## src/rtl/lrd_pkg.sv

```systemverilog
// Shared types, constants and the duty lookup table of the LED ramp dimmer.
package lrd_pkg;

	localparam int unsigned MAX_LEVEL      = 100;
	localparam int unsigned PWM_FULL_SCALE = 4096;

	localparam int unsigned NUM_CH   = 2;
	localparam int unsigned GAIN_NUM = 204;
	localparam int unsigned GAIN_DEN = 100;
	localparam int unsigned PWM_CAP  = 255;

	localparam int unsigned LEVEL_W   = 7;
	localparam int unsigned DUTY_W    = 13;
	localparam int unsigned IN_LVL_W  = 8;
	localparam int unsigned CHAN_W    = 2;
	localparam int unsigned CFG_IDX_W = 1;
	localparam int unsigned LUT_DEPTH = 2 ** LEVEL_W;

	typedef logic [LEVEL_W-1:0]        level_t;
	typedef logic [DUTY_W-1:0]         duty_t;
	typedef logic signed [IN_LVL_W-1:0] in_level_t;
	typedef logic [CHAN_W-1:0]         chan_t;
	typedef logic [CFG_IDX_W-1:0]      cfg_idx_t;

	typedef enum logic [1:0] {
		OP_SET  = 2'd0,
		OP_TICK = 2'd1,
		OP_READ = 2'd2,
		OP_NOP  = 2'd3
	} op_t;

	typedef enum logic [CFG_IDX_W-1:0] {
		REG_RESTORED_WW = 1'b0,
		REG_RESTORED_CW = 1'b1
	} cfg_reg_t;

	localparam level_t MAX_LEVEL_L = LEVEL_W'(MAX_LEVEL);

	// status of one channel's fade step
	typedef struct packed {
		logic moved;    // level stepped toward target
		logic settled;  // at target while still marked changed
	} fade_stat_t;

	typedef struct packed {
		duty_t  duty_ww;
		duty_t  duty_cw;
		logic   write_ww;
		logic   write_cw;
		logic   save_request;
		level_t saved_ww;
		level_t saved_cw;
		level_t read_level;
	} result_t;

	typedef duty_t duty_lut_t [LUT_DEPTH];

	// level -> duty: pwm = min(cap, level*204/100), duty = pwm*full/255
	function automatic duty_lut_t build_duty_lut();
		duty_lut_t   lut;
		int unsigned pwm;
		for (int i = 0; i < LUT_DEPTH; i++) begin
			pwm = (i * GAIN_NUM) / GAIN_DEN;
			if (pwm > PWM_CAP) begin
				pwm = PWM_CAP;
			end
			lut[i] = DUTY_W'((pwm * PWM_FULL_SCALE) / PWM_CAP);
		end
		return lut;
	endfunction

	localparam duty_lut_t DUTY_LUT = build_duty_lut();

endpackage

```

## src/rtl/lrd_if.sv

```systemverilog
// Handshake channel interfaces: item input, result output, register writes.
interface lrd_in_if;
	import lrd_pkg::*;
	logic      valid;
	logic      ready;
	logic [1:0] op;
	chan_t     channel;
	in_level_t level;
	modport source (output valid, op, channel, level, input ready);
	modport sink   (input valid, op, channel, level, output ready);
endinterface

interface lrd_out_if;
	import lrd_pkg::*;
	logic   valid;
	logic   ready;
	duty_t  duty_ww;
	duty_t  duty_cw;
	logic   write_ww;
	logic   write_cw;
	logic   save_request;
	level_t saved_ww;
	level_t saved_cw;
	level_t read_level;
	modport source (output valid, duty_ww, duty_cw, write_ww, write_cw, save_request,
		saved_ww, saved_cw, read_level, input ready);
	modport sink   (input valid, duty_ww, duty_cw, write_ww, write_cw, save_request,
		saved_ww, saved_cw, read_level, output ready);
endinterface

interface lrd_cfg_if;
	import lrd_pkg::*;
	logic     valid;
	logic     ready;
	cfg_idx_t index;
	level_t   data;
	modport source (output valid, index, data, input ready);
	modport sink   (input valid, index, data, output ready);
endinterface

```

## src/rtl/two_channel_led_ramp_dimmer_core.sv

```systemverilog
// Top level of the two-channel LED ramp dimmer: item decode, fade state, result register.
//
// Two-channel (warm = 0, cool = 1) LED fader. Every input beat is one command:
// set a channel's target (clamped to 0..100), tick one fade step, read a
// target, or do nothing; each command returns exactly one result beat. A tick
// steps each channel's current level one unit toward its target, marks it
// changed and reports the new PWM duty (0..3276) of every marked channel, taken
// from a 128-entry constant table. When a marked channel is found at its target,
// all marks clear and the result carries a save request with both targets.
// Timing: one input beat per clock while results drain; each result is captured in
// the output register on acceptance. The output register is the only stage, so input
// ready follows "register empty or being drained this cycle"; a stalled result
// holds input off. Register writes (index 0 warm, 1 cool) load the target
// directly, clamped to 100; a write is held off in any cycle that takes an
// input beat, and writes are meant for idle times.
// Reset leaves both targets, levels and marks at zero.
module two_channel_led_ramp_dimmer_core (
	input  logic clk,
	input  logic arst_n,
	lrd_in_if.sink    item,
	lrd_out_if.source result,
	lrd_cfg_if.sink   cfg
);
	import lrd_pkg::*;

	// fade state
	level_t  tgt_q [NUM_CH];
	level_t  cur_q [NUM_CH];
	logic    [NUM_CH-1:0] mark_q;

	// next-state and step signals
	level_t     tgt_d  [NUM_CH];
	level_t     cur_d  [NUM_CH];
	logic       [NUM_CH-1:0] mark_d;
	level_t     cur_step [NUM_CH];
	fade_stat_t stat     [NUM_CH];
	logic       [NUM_CH-1:0] mark_tick;
	logic       finish;

	result_t res_d;
	result_t res_q;
	logic    out_valid_q;

	logic    in_acc;
	logic    cfg_acc;
	op_t     op;
	level_t  set_level;
	logic    chan_ok;
	logic    chan_sel;
	duty_t   duty_new [NUM_CH];

	assign item.ready = !out_valid_q || result.ready;
	assign in_acc     = item.valid && item.ready;
	// an input beat owns the state update; a register write is held off while one is taken
	assign cfg.ready  = !in_acc;
	assign cfg_acc    = cfg.valid && cfg.ready;
	assign op         = op_t'(item.op);
	assign chan_ok    = (item.channel < CHAN_W'(NUM_CH));
	assign chan_sel   = item.channel[0];

	// clamp the signed request into 0..MAX_LEVEL
	always_comb begin
		if (item.level < 0) begin
			set_level = '0;
		end else if (item.level > $signed({1'b0, MAX_LEVEL_L})) begin
			set_level = MAX_LEVEL_L;
		end else begin
			set_level = item.level[LEVEL_W-1:0];
		end
	end

	for (genvar g = 0; g < NUM_CH; g++) begin : g_ch
		lrd_fade_step u_step (
			.cur      (cur_q[g]),
			.tgt      (tgt_q[g]),
			.mark     (mark_q[g]),
			.cur_next (cur_step[g]),
			.stat     (stat[g])
		);
		assign mark_tick[g] = stat[g].moved || mark_q[g];
		assign duty_new[g]  = mark_tick[g] ? DUTY_LUT[cur_step[g]] : '0;
	end

	assign finish = stat[0].settled || stat[1].settled;

	// command decode: next state and result
	always_comb begin
		for (int i = 0; i < NUM_CH; i++) begin
			tgt_d[i] = tgt_q[i];
			cur_d[i] = cur_q[i];
		end
		mark_d = mark_q;
		res_d  = '0;
		unique case (op)
			OP_SET: begin
				if (chan_ok) begin
					tgt_d[chan_sel] = set_level;
				end
			end
			OP_TICK: begin
				for (int i = 0; i < NUM_CH; i++) begin
					cur_d[i] = cur_step[i];
				end
				mark_d         = finish ? '0 : mark_tick;
				res_d.duty_ww  = duty_new[0];
				res_d.duty_cw  = duty_new[1];
				res_d.write_ww = mark_tick[0];
				res_d.write_cw = mark_tick[1];
				if (finish) begin
					res_d.save_request = 1'b1;
					res_d.saved_ww     = tgt_q[0];
					res_d.saved_cw     = tgt_q[1];
				end
			end
			OP_READ: begin
				if (chan_ok) begin
					res_d.read_level = tgt_q[chan_sel];
				end
			end
			OP_NOP: begin
			end
			default: begin
			end
		endcase
	end

	always_ff @(posedge clk or negedge arst_n) begin
		if (!arst_n) begin
			for (int i = 0; i < NUM_CH; i++) begin
				tgt_q[i] <= '0;
				cur_q[i] <= '0;
			end
			mark_q <= '0;
		end else if (in_acc) begin
			for (int i = 0; i < NUM_CH; i++) begin
				tgt_q[i] <= tgt_d[i];
				cur_q[i] <= cur_d[i];
			end
			mark_q <= mark_d;
		end else if (cfg_acc) begin
			// register write loads the target, clamped
			unique case (cfg_reg_t'(cfg.index))
				REG_RESTORED_WW: tgt_q[0] <= (cfg.data > MAX_LEVEL_L) ? MAX_LEVEL_L : cfg.data;
				REG_RESTORED_CW: tgt_q[1] <= (cfg.data > MAX_LEVEL_L) ? MAX_LEVEL_L : cfg.data;
				default: begin
				end
			endcase
		end
	end

	always_ff @(posedge clk or negedge arst_n) begin
		if (!arst_n) begin
			out_valid_q <= 1'b0;
		end else if (item.ready) begin
			out_valid_q <= item.valid;
		end
	end

	always_ff @(posedge clk) begin
		if (in_acc) begin
			res_q <= res_d;
		end
	end

	assign result.valid        = out_valid_q;
	assign result.duty_ww      = res_q.duty_ww;
	assign result.duty_cw      = res_q.duty_cw;
	assign result.write_ww     = res_q.write_ww;
	assign result.write_cw     = res_q.write_cw;
	assign result.save_request = res_q.save_request;
	assign result.saved_ww     = res_q.saved_ww;
	assign result.saved_cw     = res_q.saved_cw;
	assign result.read_level   = res_q.read_level;

`ifndef SYNTH
	// a finished fade clears every change mark
	a_finish_clears: assert property (@(posedge clk) disable iff (!arst_n)
		in_acc && op == OP_TICK && finish |=> mark_q == '0)
		else $error("change marks survive a finished fade");

	// a save request only comes from a channel that was rewritten
	a_save_has_write: assert property (@(posedge clk) disable iff (!arst_n)
		result.valid && result.save_request |-> (result.write_ww || result.write_cw))
		else $error("save request without a duty write");

	// levels never leave the legal range
	a_level_range: assert property (@(posedge clk) disable iff (!arst_n)
		cur_q[0] <= MAX_LEVEL_L && cur_q[1] <= MAX_LEVEL_L
		&& tgt_q[0] <= MAX_LEVEL_L && tgt_q[1] <= MAX_LEVEL_L)
		else $error("level above maximum");
`endif

endmodule

```

## src/rtl/lrd_fade_step.sv

```systemverilog
// One channel's fade step: move current level one unit toward the target.
module lrd_fade_step (
	input  lrd_pkg::level_t     cur,
	input  lrd_pkg::level_t     tgt,
	input  logic                mark,
	output lrd_pkg::level_t     cur_next,
	output lrd_pkg::fade_stat_t stat
);
	import lrd_pkg::*;

	always_comb begin
		cur_next     = cur;
		stat.moved   = 1'b0;
		stat.settled = 1'b0;
		if (cur > tgt) begin
			cur_next   = cur - level_t'(1);
			stat.moved = 1'b1;
		end else if (cur < tgt) begin
			cur_next   = cur + level_t'(1);
			stat.moved = 1'b1;
		end else begin
			stat.settled = mark;
		end
	end

endmodule
```

## src/flat_wrapper.sv

```systemverilog
// flat-port wrapper written by rule: the top's interface ports become plain ports
module two_channel_led_ramp_dimmer_core_flat import lrd_pkg::*;
  (clk, arst_n, item_valid, item_op, item_channel, item_level, item_ready, result_valid, result_duty_ww, result_duty_cw, result_write_ww, result_write_cw, result_save_request, result_saved_ww, result_saved_cw, result_read_level, result_ready, cfg_valid, cfg_index, cfg_data, cfg_ready);
  lrd_in_if item_i ();
  lrd_out_if result_i ();
  lrd_cfg_if cfg_i ();
  input  logic clk;
  input  logic arst_n;
  input wire logic [$bits(item_i.valid)-1:0] item_valid;
  input wire logic [$bits(item_i.op)-1:0] item_op;
  input wire logic [$bits(item_i.channel)-1:0] item_channel;
  input wire logic [$bits(item_i.level)-1:0] item_level;
  output wire logic [$bits(item_i.ready)-1:0] item_ready;
  output wire logic [$bits(result_i.valid)-1:0] result_valid;
  output wire logic [$bits(result_i.duty_ww)-1:0] result_duty_ww;
  output wire logic [$bits(result_i.duty_cw)-1:0] result_duty_cw;
  output wire logic [$bits(result_i.write_ww)-1:0] result_write_ww;
  output wire logic [$bits(result_i.write_cw)-1:0] result_write_cw;
  output wire logic [$bits(result_i.save_request)-1:0] result_save_request;
  output wire logic [$bits(result_i.saved_ww)-1:0] result_saved_ww;
  output wire logic [$bits(result_i.saved_cw)-1:0] result_saved_cw;
  output wire logic [$bits(result_i.read_level)-1:0] result_read_level;
  input wire logic [$bits(result_i.ready)-1:0] result_ready;
  input wire logic [$bits(cfg_i.valid)-1:0] cfg_valid;
  input wire logic [$bits(cfg_i.index)-1:0] cfg_index;
  input wire logic [$bits(cfg_i.data)-1:0] cfg_data;
  output wire logic [$bits(cfg_i.ready)-1:0] cfg_ready;
  assign item_i.valid = item_valid;
  assign item_i.op = item_op;
  assign item_i.channel = item_channel;
  assign item_i.level = item_level;
  assign item_ready = item_i.ready;
  assign result_valid = result_i.valid;
  assign result_duty_ww = result_i.duty_ww;
  assign result_duty_cw = result_i.duty_cw;
  assign result_write_ww = result_i.write_ww;
  assign result_write_cw = result_i.write_cw;
  assign result_save_request = result_i.save_request;
  assign result_saved_ww = result_i.saved_ww;
  assign result_saved_cw = result_i.saved_cw;
  assign result_read_level = result_i.read_level;
  assign result_i.ready = result_ready;
  assign cfg_i.valid = cfg_valid;
  assign cfg_i.index = cfg_index;
  assign cfg_i.data = cfg_data;
  assign cfg_ready = cfg_i.ready;
  two_channel_led_ramp_dimmer_core u_core (.clk(clk), .arst_n(arst_n), .item(item_i), .result(result_i), .cfg(cfg_i));
endmodule
```

## config.mk

```make
export PLATFORM = sky130hd
export DESIGN_NAME = two_channel_led_ramp_dimmer_core_flat
export DESIGN_NICKNAME = d
export VERILOG_FILES = /design/src/rtl/lrd_pkg.sv /design/src/rtl/lrd_if.sv /design/src/rtl/two_channel_led_ramp_dimmer_core.sv /design/src/rtl/lrd_fade_step.sv /design/src/flat_wrapper.sv
export SDC_FILE = /design/constraint.sdc
export NUM_CORES = 1
export LEC_CHECK = 0
export BUFFER_PORTS_ARGS = -buffer_cell sky130_fd_sc_hd__buf_2
export CAP_MARGIN = 30
export CORE_MARGIN = 3
export CORE_UTILIZATION = 41
export CTS_CLUSTER_DIAMETER = 30
export CTS_CLUSTER_SIZE = 40
export DETAILED_ROUTE_END_ITERATION = 12
export PLACE_DENSITY_LB_ADDON = 0.08
export SLEW_MARGIN = 20
export SYNTH_ARGS = -nofsm -noshare
export SYNTH_HDL_FRONTEND = slang
export SYNTH_HIERARCHICAL = 1
export SYNTH_SLANG_ARGS = --single-unit
export TNS_END_PERCENT = 5
```

## constraint.sdc

```tcl
create_clock -name clk -period 4.8 [get_ports clk]
set_input_delay 0.72 -clock clk [delete_from_list [all_inputs] [get_ports clk]]
set_output_delay 0.72 -clock clk [all_outputs]
set_load 0.03 [all_outputs]
```

==> out/results.tsv, run 1 <==
metric	value	unit
preCtsSetupSlack	1060	ps
clk_pin_slew	60	ps
critPathArrivalTime	3870	ps
met1_length	5990	um
final_cell_mix	buf_2, edfxtp_1, inv_1, ha_1, dfrtp_1	
run_status	finished clean	
min_period	3790	ps
clk_latency	340	ps
start_util	0.421	
max_freq	264	MHz
fin_crit_sh	0.790	
worstReg2RegStart	u_core/cur_q[2]	
endpoint_kind	flop	
cts_buffers	9	
synthSimpleGateAreaFrac	0.155	
synth-xor-area-share	0.0197	
fill_cells	1183	
multiInputGateArea	2930	sq um
core_region_area	12700	sq um
synthAdderAreaFrac	0.0863	
vias_per_cell	5.63	
top_layer	met4	
finalSetupViolCount	0	
first_pass_iters	5	
ys_types	81	
antennaDiodeCount	0	
die_y	120	um
holdBufCountCts	0	
nets	644	
setup_tns	0	ps
area_delta_synth_final	15.3	%
ir_drop	0.353	mV
r2r-end	u_core/result.duty_cw[7]	
synth_top_family_by_area	compound AO/OA/AOI/OAI gates	
overflow	0	
critical_path_class	flop to flop	
cts_resized	0	
slew_headroom	0.422	
drt_iter0_markers	286	
postCtsSetupRepairBufs	0	
synthMuxAreaShare	0.0980	
setup_slack	1010	ps
ant_nets	0	
worst_r2r_path_depth	12	
synth-compound-area-share	0.189	
clock-root-buffer	clkbuf_16	
synth_top_area_cell	edfxtp_1	
hold_ws	449	ps
grt_usage	0.187	
wl_met3	658	um
critPathCapture	u_core/result.duty_cw[7]	
crit_chain	ha_1 -> a21oi_2 -> a21oi_2 -> a2111oi_4 -> or2_2 -> xnor2_1 -> inv_1 -> ha_1 -> mux2i_1 -> a2bb2oi_1 -> o311a_1 -> o31ai_1	
netlist.area_leader.share	0.236	
hold_viol	0	
drv_cap	0	
grt_pass1_wl	21400	um
wirelength	13200	um
reg2reg_slack	1010	ps
synth_cells	519	
cts_tree	yes	
crit_buf_inv	1	
drt_drc_violations_left	0	
worstMarginPinSlew	864	ps
fin_util	0.486	
vias	4276	
syn_nets	580	
start_kind	flop	
synth-async-reset-ratio	0.425	
syn_area	5340	sq um
cpMaxStageDelayCell	a2111oi_4	
numPortBuffers	77	
clock_skew	8.93	ps
layout_commonest_cell	buf_2	
wl_met2	6350	um
cp_num_cells	12	
cts_sinks	73	
hold_path.class	primary input to async pin	
required	4880	ps
register_area	2040	sq um
final-max-slew-violation-count	0	
ys_top_cells_by_area	edfxtp_1, dfrtp_1, ha_1	
cts_buffer_depth	2	
die_w	120	um
power.leakage	2.70	nW
synth_ff_type	edfxtp_1	
ys_ff_latch	73	
crit_path_start	u_core/cur_q[2]	
num_io_pins	78	
num_rows	41	
drive_gt1_frac	0.272	
synth_edf_count	42	
dieArea	14400	sq um
postLayoutCellArea	6160	sq um
ys_seq_area_frac	0.382	
place_congestion	0.904	
synth_area_per_cell	10.3	sq um
post-dp-hpwl	9470	um
placed_cell_area	5820	sq um
critPathMaxStageDelay	630	ps
yosys_warnings	6	
htree_levels	3	
grt_pass1_vias	4175	
antenna_found_initial	0	
crit_family	compound AO/OA/AOI/OAI gates	
power_density	752	nW/um^2
drt-wirelength-per-cell	17.4	um
rsz0062_at_grt	false	
cp_max_fo	10	
grt_start_max_net_pins	49	
-- per-layer routing --
metal  global-route usage  vias up
met4               0.0666        0
met3               0.0320       14
li1                     -     2059
met1                0.241     2061
met2                0.316      142
met5                    0        -
-- flip-flops by register name (all words and copies together) (netlist names), 2 cells and up --
name                      cells
u_core/result.saved_ww        7
u_core/cur_q                 14
u_core/result.read_level      7
u_core/result.duty_cw         9
u_core/result.duty_ww         9
u_core/mark_q                 2
u_core/tgt_q                 14
u_core/result.saved_cw        7
-- how the worst min path moves through the flow --
stage	startpoint	slack (ps)	depth (start not counted)	endpoint
detailed placement	u_core/mark_q[0]	510	1	u_core/mark_q[0]
global route	arst_n	500	1	u_core/cur_q[0]
finish	arst_n	450	1	u_core/cur_q[0]
global placement	u_core/mark_q[0]	500	1	u_core/mark_q[0]
floorplan	arst_n	420	0	u_core/cur_q[0]
CTS	arst_n	460	1	u_core/cur_q[0]
-- through the flow --
stage,total power [W],cells
2_1_floorplan,0.00320,519
3_3_place_gp,0.00380,744
3_5_place_dp,0.00386,744
4_1_cts,0.00465,760
5_1_grt,0.00504,760
6_report,0.00463,760
-- logic make-up after synthesis --
logic type | Yosys count
compound gates | 131
xor+xnor | 12
fa+ha+maj | 37
buf+inv | 75
flops | 73
mux | 46
simple gates | 145
-- area by class of cell --
| type | count | area share |
|---|---|---|
| well taps | 172 | 0.0350 |
| clock inverters | 6 | 0.0175 |
| repair buffers | 89 | 0.0772 |
| multi-input cells | 371 | 0.476 |
| flip-flops and latches | 73 | 0.331 |
| inverters | 39 | 0.0258 |
| clock buffers | 10 | 0.0372 |
-- power by group --
| part | internal [W] | leakage, nW | switching [W] |
|---|---|---|---|
| clock | 0.000506 | 0.162 | 0.000263 |
| combinational | 0.00117 | 1.74 | 0.00175 |
| sequential | 0.000800 | 0.801 | 0.000149 |
-- Yosys cell counts (all sizes together) (7+ instances only) --
| master | n |
|---|---|
| nand2b | 7 |
| nor2 | 28 |
| edfxtp | 42 |
| dfrtp | 31 |
| a21oi | 27 |
| xnor2 | 7 |
| clkbuf | 11 |
| inv | 38 |
| a211oi | 11 |
| ha | 36 |
| buf | 25 |
| nand2 | 25 |
| and3 | 9 |
| o21ai | 23 |
| o211ai | 7 |
| and2 | 18 |
| mux2i | 17 |
| nand3 | 16 |
| mux2 | 29 |
(Power assumes the default switching activity.)
==> run 2: changes to the inputs <==
--- a/config.mk
+++ b/config.mk
@@ -5,6 +5,7 @@
 export SDC_FILE = /design/constraint.sdc
 export NUM_CORES = 1
 export LEC_CHECK = 0
+export ABC_AREA = 1
 export BUFFER_PORTS_ARGS = -buffer_cell sky130_fd_sc_hd__buf_2
 export CAP_MARGIN = 30
 export CORE_MARGIN = 3
==> constraint.sdc (replaced) <==
create_clock -name clk -period 3.7 [get_ports clk]
set_input_delay 0.555 -clock clk [delete_from_list [all_inputs] [get_ports clk]]
set_output_delay 0.555 -clock clk [all_outputs]
set_load 0.03 [all_outputs]
==> out/results.tsv, run 2 <==
metric	value	unit	change
run_status	finished clean		
met1_length	6490	um	+8.4%
netSwitchingPower	0.00298	W	+38%
fill_cells	1261		+6.6%
cp_max_fo	9		-1
clkPwrFrac	0.154		-0.012
ys_ff_latch	73		unchanged
slew_headroom	0.498		+0.0763
clock_skew	8.69	ps	-0.241 ps
clk_pin_slew	60	ps	about the same
nets	862		+34%
syn_nets	801		+38%
antennaDiodeCount	0		unchanged
dp_cells	962		+29%
fin_crit_sh	0.886		+0.0963
finalSetupViolCount	0		unchanged
critical_path_class	flop to flop		
synth_area_per_cell	7.40	sq um	-28%
drt_drc_violations_left	0		unchanged
num_rows	41		unchanged
clk_latency	330	ps	about the same
ir_drop	0.511	mV	+45%
clock-root-buffer	clkbuf_16		
final_cell_mix	nand2_1, inv_1, buf_2, nor2_1, nand3_1		
fin_cells	978		+29%
place_congestion	0.923		+2.0%
wirelength	14000	um	+6.2%
hold_path.class	primary input to async pin		
reg.largest.list	u_core/cur_q x14, u_core/tgt_q x14		
pwr-share-seq	0.226		+0.021
cts_buffer_depth	2		unchanged
grt_start_max_net_pins	49		unchanged
vias	5219		+22%
max_freq	305	MHz	+16%
swShare	0.528		+0.0621
drv_cap	0		unchanged
synth-async-reset-ratio	0.425		unchanged
synth_ff_type	edfxtp_1		
post-dp-hpwl	10200	um	+8.2%
yosys_warnings	6		unchanged
cts_sinks	73		unchanged
p_total	0.00563	W	+22%
antenna_found_initial	0		unchanged
setup_tns	0	ps	unchanged
drive_gt1_frac	0.161		-0.111
synth.most_common_cell	nand2_1		
numPortBuffers	77		unchanged
combinationalPowerShare	0.621		-0.008
register_area	2040	sq um	unchanged
ant_nets	0		unchanged
setup_slack	422	ps	-588 ps
start_kind	flop		
min_period	3280	ps	-512 ps
hold_viol	0		unchanged
netlist.area_leader.share	0.230		-0.00604
endpoint_kind	flop		
dieArea	14800	sq um	+2.5%
syn_area	5480	sq um	+2.6%
power_density	907	nW/um^2	+20%
htree_levels	3		unchanged
layout_commonest_cell	nand2_1		
ys_types	39		-52%
num_io_pins	78		unchanged
synth_edf_count	42		unchanged
area_delta_synth_final	13.4	%	
synth_top_area_cell	edfxtp_1		
critPathArrivalTime	3360	ps	-510 ps
synth_cells	740		+43%
hold_ws	261	ps	-189 ps
internal_power	0.00266	W	+7.4%
rsz0062_at_grt	false		
multiInputGateArea	2850	sq um	-2.7%
worst_r2r_path_depth	18		+6
final-max-slew-violation-count	0		unchanged
ys_seq_area_frac	0.372		-0.00976
overflow	0		unchanged
grt_usage	0.187		-0.000247
preCtsSetupSlack	286	ps	-770 ps
wl_met2	6670	um	+5.0%
required	3790	ps	-1090 ps
wl_met3	675	um	+2.6%
drt-wirelength-per-cell	14.3	um	-17%
die_w	122	um	+1.2%
drt_iter0_markers	536		+87%
die_y	122	um	+1.2%
core_region_area	12800	sq um	+1.2%
top_layer	met4		
first_pass_iters	6		+1
cts_tree	yes		
grt_pass1_wl	22300	um	+4.1%
start_util	0.427		+0.00587
ys_top_cells_by_area	edfxtp_1, dfrtp_1, nand2_1		
grt_pass1_vias	4606		+10%
synth_common_cells	nand2_1, inv_1, nor2_1		
vias_per_cell	5.34		-5.2%
power.leakage	2.97	nW	+10%
cts_buffers	9		unchanged
worstMarginPinSlew	752	ps	-112 ps
-- run 2: changes by cell type in the layout (fill, tap and decap cells not counted), moves of 22 or more --
cell,change
nand3_1,+52
o21ai_0,+33
a21oi_1,+30
mux2_2,-22
nand2_1,+139
inv_1,+55
nor2_1,+50
-- run 2: final cells by class --
class,count,area share
Tap cell,172,0.0346
Timing Repair Buffer,80,0.0657
Sequential cell,73,0.328
Inverter,106,0.0649
Multi-Input combinational cell,531,0.459
Clock buffer,9,0.0363
Clock inverter,7,0.0113
-- run 2: kinds of logic after synthesis --
kind of cell	Yosys count	share of synthesized area
flops	73	0.372
compound gates	148	0.155
simple gates	339	0.269
buf+inv	136	0.109
fa+ha+maj	36	0.0822
xor+xnor	8	0.0128
-- run 2: stage by stage --
step	util	instance area, sq um
finish	0.484	6210
global placement	0.461	5910
CTS	0.484	6200
detailed placement	0.461	5910
global route	0.484	6210
floorplan	-	5480
-- run 2: final timing paths --
path / startpoint / to / slack [ps]
worst max-delay path: u_core/cur_q[13] / u_core/result.duty_ww[10] / 420
worst min-delay path: arst_n / u_core/tgt_q[6] / 260
worst max register to register: u_core/cur_q[13] / u_core/result.duty_ww[10] / 420
worst min register to register: u_core/mark_q[0] / u_core/mark_q[0] / 530
max in group asynchronous: arst_n / u_core/cur_q[11] / 2980
min in group clk: result_ready / u_core/result.valid / 500
-- run 2: what timing repair did --
item | 4_1_cts | 5_1_grt
setup endpoints to repair | 0 | 4
gates resized for setup | 0 | 2
hold buffers | 0 | 0
setup buffers | 0 | 0
-- run 2: critical path: stages (launching register included) --
cell	delay [ps]
dfrtp_1	480
ha_1	360
nand2_2	120
inv_1	60
nand2_1	60
nand2_1	40
a21oi_1	410
nand2_1	130
nand3_1	290
inv_1	180
ha_1	220
inv_1	50
nand2_1	70
nor2_1	150
nor2_1	80
a21oi_1	120
nand2_1	70
o211ai_1	90
inv_1	50
-- run 2: routing by layer --
| metal | vias to the layer above | GRT usage |
|---|---|---|
| li1 | 2574 | - |
| met1 | 2452 | 0.262 |
| met2 | 175 | 0.304 |
| met3 | 18 | 0.0209 |
| met4 | 0 | 0.0595 |
| met5 | - | 0 |
-- run 2: power by group through the flow --
stage | combinational [W] | sequential [W] | clock (W)
floorplan | 0.00265 | 0.00130 | 0
global placement | 0.00338 | 0.00128 | 0
detailed placement | 0.00341 | 0.00128 | 0
CTS | 0.00342 | 0.00127 | 0.000891
global route | 0.00394 | 0.00130 | 0.000926
finish | 0.00350 | 0.00127 | 0.000865
==> run 3: changes to the inputs <==
--- a/config.mk
+++ b/config.mk
@@ -9,7 +9,7 @@
 export BUFFER_PORTS_ARGS = -buffer_cell sky130_fd_sc_hd__buf_2
 export CAP_MARGIN = 30
 export CORE_MARGIN = 3
-export CORE_UTILIZATION = 41
+export CORE_UTILIZATION = 59
 export CTS_CLUSTER_DIAMETER = 30
 export CTS_CLUSTER_SIZE = 40
 export DETAILED_ROUTE_END_ITERATION = 12
@@ -17,6 +17,5 @@
 export SLEW_MARGIN = 20
 export SYNTH_ARGS = -nofsm -noshare
 export SYNTH_HDL_FRONTEND = slang
-export SYNTH_HIERARCHICAL = 1
 export SYNTH_SLANG_ARGS = --single-unit
 export TNS_END_PERCENT = 5
==> out/results.tsv, run 3 <==
metric	value	unit	change
drt-wirelength-per-cell	14.3	um	about the same
cts_resized	0		unchanged
hold_viol	0		unchanged
synth_area_per_cell	7.37	sq um	-0.44%
final_cell_mix	nand2_1, inv_1, buf_2		
core_region_area	8850	sq um	-31%
vias	5054		-3.2%
clock_skew	16.3	ps	+7.63 ps
synth-compound-area-share	0.112		-0.0433
finalSetupViolCount	0		unchanged
setup_tns	0	ps	unchanged
drive_gt1_frac	0.175		+0.0136
synthSimpleGateAreaFrac	0.308		+0.0396
cp_max_fo	11		+2
hold_path.class	primary input to async pin		
cts_sinks	73		unchanged
clk_latency	360	ps	+30 ps
synth.most_common_cell	nand2_1		
ys_types	40		+2.6%
cts_tree	yes		
run_status	finished clean		
max_freq	306	MHz	+0.15%
die_w	102	um	-16%
numPortBuffers	77		unchanged
synth_edf_count	42		unchanged
ys_ff_latch	73		unchanged
worstMarginPinSlew	717	ps	-35.1 ps
drv_cap	0		unchanged
grt_pass1_wl	22300	um	about the same
ant_nets	0		unchanged
post-dp-hpwl	9730	um	-5.0%
grt_pass1_vias	4818		+4.6%
antenna_found_initial	0		unchanged
cts_buffer_depth	2		unchanged
holdBufCountCts	0		unchanged
critPathArrivalTime	3490	ps	+130 ps
ys_seq_area_frac	0.375		+0.00265
synth-async-reset-ratio	0.425		unchanged
synth_cells	738		-0.27%
synthMuxAreaShare	0		unchanged
synth_common_cells	nand2_1, inv_1, nor2_1		
layout_commonest_cell	nand2_1		
start_kind	flop		
critical_path_class	flop to flop		
fill_cells	784		-38%
min_period	3270	ps	-4.77 ps
num_io_pins	78		unchanged
register_area	2040	sq um	unchanged
dieArea	10400	sq um	-30%
yosys_warnings	0		-6
wirelength	13100	um	-6.5%
drt_drc_violations_left	0		unchanged
grt_start_max_net_pins	46		-6.1%
overflow	0		unchanged
area_delta_synth_final	10.2	%	
place_congestion	0.966		+4.6%
clk_pin_slew	90	ps	+30 ps
synth_ff_type	edfxtp_1		
synth_top_area_cell	edfxtp_1		
postCtsSetupRepairBufs	0		unchanged
syn_area	5440	sq um	-0.71%
netlist.area_leader.share	0.232		+0.00164
endpoint_kind	flop		
first_pass_iters	5		-1
ys_top_cells_by_area	edfxtp_1, nand2_1, dfrtp_1		
nets	858		-0.46%
dp_cells	898		-6.7%
vias_per_cell	5.53		+3.6%
grt_usage	0.269		+0.0819
synthAdderAreaFrac	0.0736		-0.00862
required	3920	ps	+130 ps
rsz0062_at_grt	false		
synth-xor-area-share	0.0255		+0.0127
synth_top_family_by_area	simple AND/OR/NAND/NOR gates		
antennaDiodeCount	0		unchanged
die_y	102	um	-16%
start_util	0.615		+0.188
reg.largest.list	u_core.cur_q x14, u_core.tgt_q x14		
fin_crit_sh	0.885		-0.00129
cts_buffers	9		unchanged
htree_levels	3		unchanged
multiInputGateArea	2830	sq um	-0.92%
clock-root-buffer	clkbuf_8		
num_rows	34		-17%
final-max-slew-violation-count	0		unchanged
drt_iter0_markers	322		-40%
syn_nets	795		-0.75%
slew_headroom	0.522		+0.0240
fin_cells	914		-6.5%
## run 3: cell count changes in the layout (fill, tap and decap cells not counted), sizes merged, moves of 4 or more
cell and delta:
xor2 +6, o21ai -12, ha -4, o211ai -10, clkinv -6, nand2 +53, a21oi -23, nor3 -5
a31oi +10
## run 3: through the flow
step                      utilization  worst slack [ps]  instance area, sq um  hold WS [ps]
after floorplan                     -               924                  5440           259
after global placement          0.654               636                  5790           497
after detailed placement        0.654               523                  5790           528
after CTS                       0.678               504                  6000           245
after global routing            0.678              94.5                  6000           262
final                           0.678               427                  6000           235
## run 3: path summary, 6_finish.rpt
kind,from,to,slack [ps],cells past startpoint
worst max-delay path,u_core.cur_q[9],u_core.result.duty_ww[8],430,19
worst min-delay path,arst_n,u_core.tgt_q[1],240,1
worst max register to register,u_core.cur_q[9],u_core.result.duty_ww[8],430,19
worst min register to register,u_core.result.valid,u_core.result.valid,540,2
max in group asynchronous,arst_n,u_core.cur_q[13],2990,1
min in group clk,result_ready,u_core.result.valid,470,4
## run 3: cells by family (layout without fill, tap and decap cells)
| kind of cell | count (synthesis) | count (layout) |
|---|---|---|
| AOI/OAI and AO/OA | 106 | 106 |
| xor gates and xnor gates | 15 | 15 |
| adders and majority gates | 32 | 32 |
| buffers and inverters | 129 | 197 |
| DFF | 73 | 73 |
| and+or+nand+nor | 383 | 383 |
## run 3: cell type report
| class | count | area share |
|---|---|---|
| Multi-Input combinational cell | 536 | 0.471 |
| Sequential cell | 73 | 0.340 |
| Timing Repair Buffer | 81 | 0.0693 |
| Inverter | 100 | 0.0626 |
| Tap cell | 108 | 0.0225 |
| Clock buffer | 9 | 0.0207 |
| Clock inverter | 7 | 0.0138 |
## run 3: layer usage
layer  part of all wire  vias up  wire length [um]  track usage
met1               0.45     2322              5890        0.372
met2               0.47      197              6170        0.433
met4             0.0098        0               129       0.0827
met5                  0        -                 0            0
met3              0.070       12               912       0.0451
li1                   -     2523                 -            -
## run 3: critical path, cell delays in order (launching register included)
cell     delay, ps
dfrtp_1        580
ha_1           350
a21oi_1        150
nand2_1         80
nand2_2        100
nand2_2        160
nand2_2        200
inv_2           70
nand2_1         60
nand2_1        170
inv_1          240
ha_1           230
inv_1           70
nor2_2         190
nand2_1        110
nand3_1         90
nand2_1         60
inv_1           50
nand2_1         50
a21oi_1        110
Power of run 3 is not shown: default switching activity piles up to over one toggle a cycle in this logic, so the estimate is an artifact.
